===== config.mk =====
export PLATFORM = sky130hd
export DESIGN_NAME = lav_front
export DESIGN_NICKNAME = d
export VERILOG_FILES = /design/src/lav_pkg.sv /design/src/lav_front.sv
export SDC_FILE = /design/constraint.sdc
export NUM_CORES = 1
export LEC_CHECK = 0
export BUFFER_PORTS_ARGS = -buffer_cell sky130_fd_sc_hd__buf_2
export CORE_UTILIZATION = 49
export DETAILED_ROUTE_END_ITERATION = 6
export HOLD_SLACK_MARGIN = 0.03
export PLACE_DENSITY = 0.76
export SYNTH_ARGS = -nofsm -noshare
export SYNTH_HDL_FRONTEND = slang
export SYNTH_SLANG_ARGS = --single-unit

===== constraint.sdc =====
create_clock -name clk -period 14.7 [get_ports clk]
set_clock_uncertainty 0.2 [all_clocks]
set_input_delay 2.94 -clock clk [delete_from_list [all_inputs] [get_ports clk]]
set_output_delay 2.94 -clock clk [all_outputs]
set_load 0.01 [all_outputs]

===== src/lav_pkg.sv =====
// shared types and helpers for the look-at view matrix block
package lav_pkg;

    localparam int COORD_W = 32;
    localparam int DIFF_W  = 33;

    typedef struct packed {
        logic signed [COORD_W-1:0] camera_x;
        logic signed [COORD_W-1:0] camera_y;
        logic signed [COORD_W-1:0] camera_z;
        logic signed [COORD_W-1:0] target_x;
        logic signed [COORD_W-1:0] target_y;
        logic signed [COORD_W-1:0] target_z;
        logic signed [COORD_W-1:0] up_x;
        logic signed [COORD_W-1:0] up_y;
        logic signed [COORD_W-1:0] up_z;
    } in_req_t;

    typedef struct packed {
        logic [1:0]                row_index;
        logic signed [COORD_W-1:0] col0;
        logic signed [COORD_W-1:0] col1;
        logic signed [COORD_W-1:0] col2;
        logic signed [COORD_W-1:0] col3;
        logic                      degenerate;
        logic                      last_row;
    } out_row_t;

    typedef struct packed {
        logic [2:0][COORD_W-1:0] cam;
        logic [2:0][DIFF_W-1:0]  dir;
        logic [2:0][COORD_W-1:0] up;
    } job_t;

    typedef struct packed {
        logic go;
        logic done;
        logic ok;
    } norm_ctl_t;

    localparam logic [1:0] LAST_ROW = 2'd3;

    function automatic logic [1:0] next3(input logic [1:0] g);
        case (g)
            2'd0:    next3 = 2'd1;
            2'd1:    next3 = 2'd2;
            default: next3 = 2'd0;
        endcase
    endfunction

    function automatic logic [1:0] prev3(input logic [1:0] g);
        case (g)
            2'd0:    prev3 = 2'd2;
            2'd1:    prev3 = 2'd0;
            default: prev3 = 2'd1;
        endcase
    endfunction

endpackage


===== src/lav_front.sv =====
// request intake: forms the view direction and queues requests for the engine
module lav_front (
    input  logic             clk,
    input  logic             rst_n,
    input  logic             start,
    output logic             busy,
    input  lav_pkg::in_req_t req,
    input  logic             pop,
    output logic             avail,
    output lav_pkg::job_t    job
);

    lav_pkg::job_t job_reg [2];
    lav_pkg::job_t job_in;
    logic          wr_ptr_reg, wr_ptr_next;
    logic          rd_ptr_reg, rd_ptr_next;
    logic [1:0]    count_reg, count_next;
    logic          push;

    assign busy  = (count_reg == 2'd2);
    assign avail = (count_reg != 2'd0);
    assign push  = start && !busy;
    assign job   = job_reg[rd_ptr_reg];

    always_comb
    begin
        job_in.cam[0] = req.camera_x;
        job_in.cam[1] = req.camera_y;
        job_in.cam[2] = req.camera_z;
        job_in.up[0]  = req.up_x;
        job_in.up[1]  = req.up_y;
        job_in.up[2]  = req.up_z;
        job_in.dir[0] = 33'($signed({req.target_x[31], req.target_x})
                          - $signed({req.camera_x[31], req.camera_x}));
        job_in.dir[1] = 33'($signed({req.target_y[31], req.target_y})
                          - $signed({req.camera_y[31], req.camera_y}));
        job_in.dir[2] = 33'($signed({req.target_z[31], req.target_z})
                          - $signed({req.camera_z[31], req.camera_z}));
    end

    always_comb
    begin
        wr_ptr_next = push ? ~wr_ptr_reg : wr_ptr_reg;
        rd_ptr_next = pop ? ~rd_ptr_reg : rd_ptr_reg;
        count_next  = count_reg;
        if (push && !pop)
        begin
            count_next = count_reg + 2'd1;
        end
        else if (pop && !push)
        begin
            count_next = count_reg - 2'd1;
        end
    end

    always_ff @(posedge clk or negedge rst_n)
    begin
        if (!rst_n)
        begin
            wr_ptr_reg <= 1'b0;
            rd_ptr_reg <= 1'b0;
            count_reg  <= 2'd0;
        end
        else
        begin
            wr_ptr_reg <= wr_ptr_next;
            rd_ptr_reg <= rd_ptr_next;
            count_reg  <= count_next;
        end
    end

    always_ff @(posedge clk)
    begin
        if (push)
        begin
            job_reg[wr_ptr_reg] <= job_in;
        end
    end

    a_fill_bound: assert property (@(posedge clk) disable iff (!rst_n)
        count_reg != 2'd3)
        else $error("queue count out of range");

    a_pop_nonempty: assert property (@(posedge clk) disable iff (!rst_n)
        pop |-> avail)
        else $error("pop from empty queue");

endmodule


# Yosys cells after proc, flatten, opt, wreduce, memory -nomap -nowiden
# Memories as Yosys holds them, arrays and structs flattened.
# Index checks and enable logic that the tools add are counted.
totals:
  ff_bits: 4
  latch_bits: 0
  ramBits: 582
  romBits: 0
  input_bits: 292
  output_inout_bits: 293
  mem_count: 1
classes:
  add_sub_neg: 5
  mul: 0
  n_div: 0
  n_lt_le_gt_ge: 0
  eq_ne: 1
  shift: 0
  muxes: 4
  n_bitwise: 2
  reduce_logical: 8
memory_table:
  columns: ["memory", "words", "width", "rd", "rd_clocked_by_memory_dff", "wr", "line_no", "rtl"]
  rows:
  - ["job_reg", 2, 291, 1, 0, 1, "lav_front.sv:13", "lav_pkg::job_t job_reg [2];"]
op_table:
  columns: ["op", "count"]
  rows:
  - ["32-bit by 32-bit subtractor with 33-bit output", 3]
  - ["2-bit 2-to-1 mux", 2]
  - ["2-bit nonzero test", 2]
  - ["1-bit logical AND", 3]
  - ["1-bit logical NOT", 3]
  - ["2-bit by 1-bit adder with 2-bit output, second input constant", 1]
  - ["2-bit == test, second input constant", 1]
  - ["1-bit 2-to-1 mux", 2]
  - ["1-bit inverter", 2]
  - ["2-bit by 1-bit subtractor with 2-bit output, second input constant", 1]

# Longest topological paths before layout
depth:
  depth_word: 7
  depth_mapped: 11
  ltp_nobuf: 11

# Least setup slack after synthesis
# OpenSTA, ideal clock, no wires.
synth_timing:
  path_kind: "input to register"
  from: "input port start"
  to: "memory job_reg[0][0] in the netlist's numbering (enable)"
  setup_ns: 0.948
  arrival_time_ns: 15.078
  setup_slack_ns: -1.527
  cell_stages: 2
  cell_sequence: "nand2_1 nor2_1"
synth_via:
  elab_chain_len: 3
synth_lines:
  columns: ["element", "line_no", "rtl"]
  rows:
  - ["from (decl)", "lav_front.sv:5", "input logic start,"]
  - ["1-bit logical AND", "lav_front.sv:22", "assign push = start && !busy;"]
  - ["1-bit 2-to-1 mux", "lav_front.sv:74", "if (push)"]
  - ["1-bit 2-to-1 mux (implied by the code)", "lav_front.sv:76", "job_reg[wr_ptr_reg] <= job_in;"]
  - ["to (decl)", "lav_front.sv:13", null]
# Every way passes these cells.

==> impl_metrics.ini <==
[layout]
fillCellCount = 4014
drive_gt1_frac = 0.418
largest_register_ffs = 582
finalNetCount = 2732
areaGrowthSynthToFinish_pct = 21.2

[yosys]
yosysTopAreaCellShare = 0.659
syn_nets = 2135
ys_seq_area_frac = 0.662
synth_most_common_cell = edfxtp_1
ys.flop_type = edfxtp_1
synthCells = 1743
synth_area_leaders = edfxtp_1, mux2_2, ha_1
yosysWarnings = 0
synth_common_cells = edfxtp_1, mux2_2, inv_1
yosysUniqueCellTypes = 74
synth-seq-cells = 586
synthArstFlopShare = 0.00683
synth-edff-count = 582
yosys.area.top_type = edfxtp_1
netlist_area_um2 = 26500
synth.avg_cell_area_um2 = 15.2

[timing]
rsz0062_at_grt = false
relSlewSlack = 0.212
drv_slew = 0
period_share = 0.430
hold_violations = 0
fmax_mhz = 158
setup_viol = 0
worstMarginPinSlew_ns = 1.18
setup_tns_ns = 0
finalCriticalPeriod_ns = 6.32

[floorplan]
die_w_um = 235
core_um2 = 53100
placementRows = 84
fp.dieH_um = 235
die_area_um2 = 55100
io_pins = 585
start_util = 0.500

[placement]
place_congestion = 0.889
post-dp-hpwl_um = 46000
portBuffers = 584

[route]
ant_nets = 0
wl_per_cell_um = 20.3
viasPerCell = 5.42
dr.pass1.iters = 5
dr_total_vias = 16790
drt-total-wl_um = 63000
drt-initial-drc-count = 1086
drc_errors = 0

[power]
pwr-share-comb = 0.319
total_power_mw = 5.76
ir_drop_mv = 0.142
p_int_mw = 3.98
p_sw_frac = 0.309
clkPwrFrac = 0.256
leakage_nw = 12.7
switchingPower_mw = 1.78
cellPowerDensity_nw_per_um2 = 179
seqPwrFrac = 0.425

[grt]
track_usage = 0.224
grt_pass1_vias = 17267
grt_max_degree = 176
grt_pass1_wl_um = 96400
antenna_found_initial = 21
gr-total-overflow = 0

[critical_path]
ff2ff_path_depth = 5
cp-start-kind = flip-flop
worst-r2r-setup-slack_ns = 10.76
worstPathArrival_ns = 3.18
critPathRequiredTime_ns = 11.56
cp_max_fo = 69
critPathKind = reg2out
end_kind = primary output

[min_path]
hold_depth = 1
hp-class = reg2reg

[outcome]
status = complete, no violations

[cts]
clock_latency_ns = 0.60
post_cts_buffers = 0
cts-root-buf = clkbuf_16
ctsHoldBuffers = 0
clockBufferDepth = 3
cts_buffers = 59
post_cts_resize_count = 0
tritoncts = yes
htreeDepth = 2
clock-sinks = 586
clk_pin_slew_ns = 0.06

[flow_run]
max_cap_violations = 0
-- power groups by stage --
stage                     clock network (mW)  logic, mW  registers (mW)
after floorplan                            0       1.17            2.54
after global placement                     0       1.83            2.46
after detailed placement                   0       1.85            2.49
after CTS                               1.50       1.86            2.45
after global routing                    1.56       1.96            2.48
final                                   1.47       1.84            2.45
-- layout make-up --
type	instances	area, um^2	share of cell area
multi-input cells	975	8270	0.257
clock buffers	76	1620	0.0505
clock inverters	34	300	0.00934
repair buffers	592	3010	0.0935
diodes	20	50.0	0.00156
inverters	126	473	0.0147
flip-flops and latches	586	17600	0.547
well taps	688	861	0.0268
-- stage by stage --
step / util / setup slack, ns / cell area [um^2] / std cells / hold slack (ns)
final: 0.606 / 8.38 / 32200 / 3097 / 0.296
after global routing: 0.606 / 8.18 / 32100 / 3087 / 0.322
after CTS: 0.605 / 8.30 / 32100 / 3077 / 0.304
after detailed placement: 0.569 / 8.29 / 30200 / 2967 / 0.296
after global placement: 0.569 / 8.38 / 30200 / 2967 / 0.274
after floorplan: - / 3.41 / 26500 / 1743 / 0.256
-- final timing paths --
kind,from,end
setup / recovery,rd_ptr_reg,job[285]
hold / removal,count_reg[1],count_reg[1]
hold reg to reg,count_reg[1],count_reg[1]
max in group asynchronous,rst_n,rd_ptr_reg
setup reg to reg,count_reg[0],job_reg[0][105]
min in group asynchronous,rst_n,wr_ptr_reg
-- worst max-delay path, cell delays in order, from the launching register on --
cell and delay, ns:
dfrtp_4 1.01, buf_4 0.86, mux2_2 0.45, buf_2 0.16
-- cells in the final DEF (no fill, tap or decap), types with 15 or more instances in the layout --
cell / count
a21o_1: 33
a21oi_1: 93
buf_2: 584
clkbuf_16: 61
diode_2: 20
edfxtp_1: 582
ha_1: 97
inv_1: 126
mux2_2: 291
nand2_1: 65
nand3_1: 15
nand4_1: 19
nor2_1: 36
nor2b_1: 16
o21ai_0: 42
xnor2_1: 53
xor2_1: 36
-- per-layer routing --
metal / wire length (um) / track usage
met5: 24 / 0
met4: 2000 / 0.0883
met3: 4600 / 0.0546
met2: 31800 / 0.387
met1: 24600 / 0.270
-- logic make-up after synthesis --
logic type                 synth area share
adders and majority gates            0.0480
muxes                                 0.124
DFF                                   0.662
xor gates and xnor gates             0.0294
and+or+nand+nor                      0.0388
AOI/OAI and AO/OA                    0.0711
buffers and inverters                0.0265
Note: power is estimated with default switching activity, not from simulation.
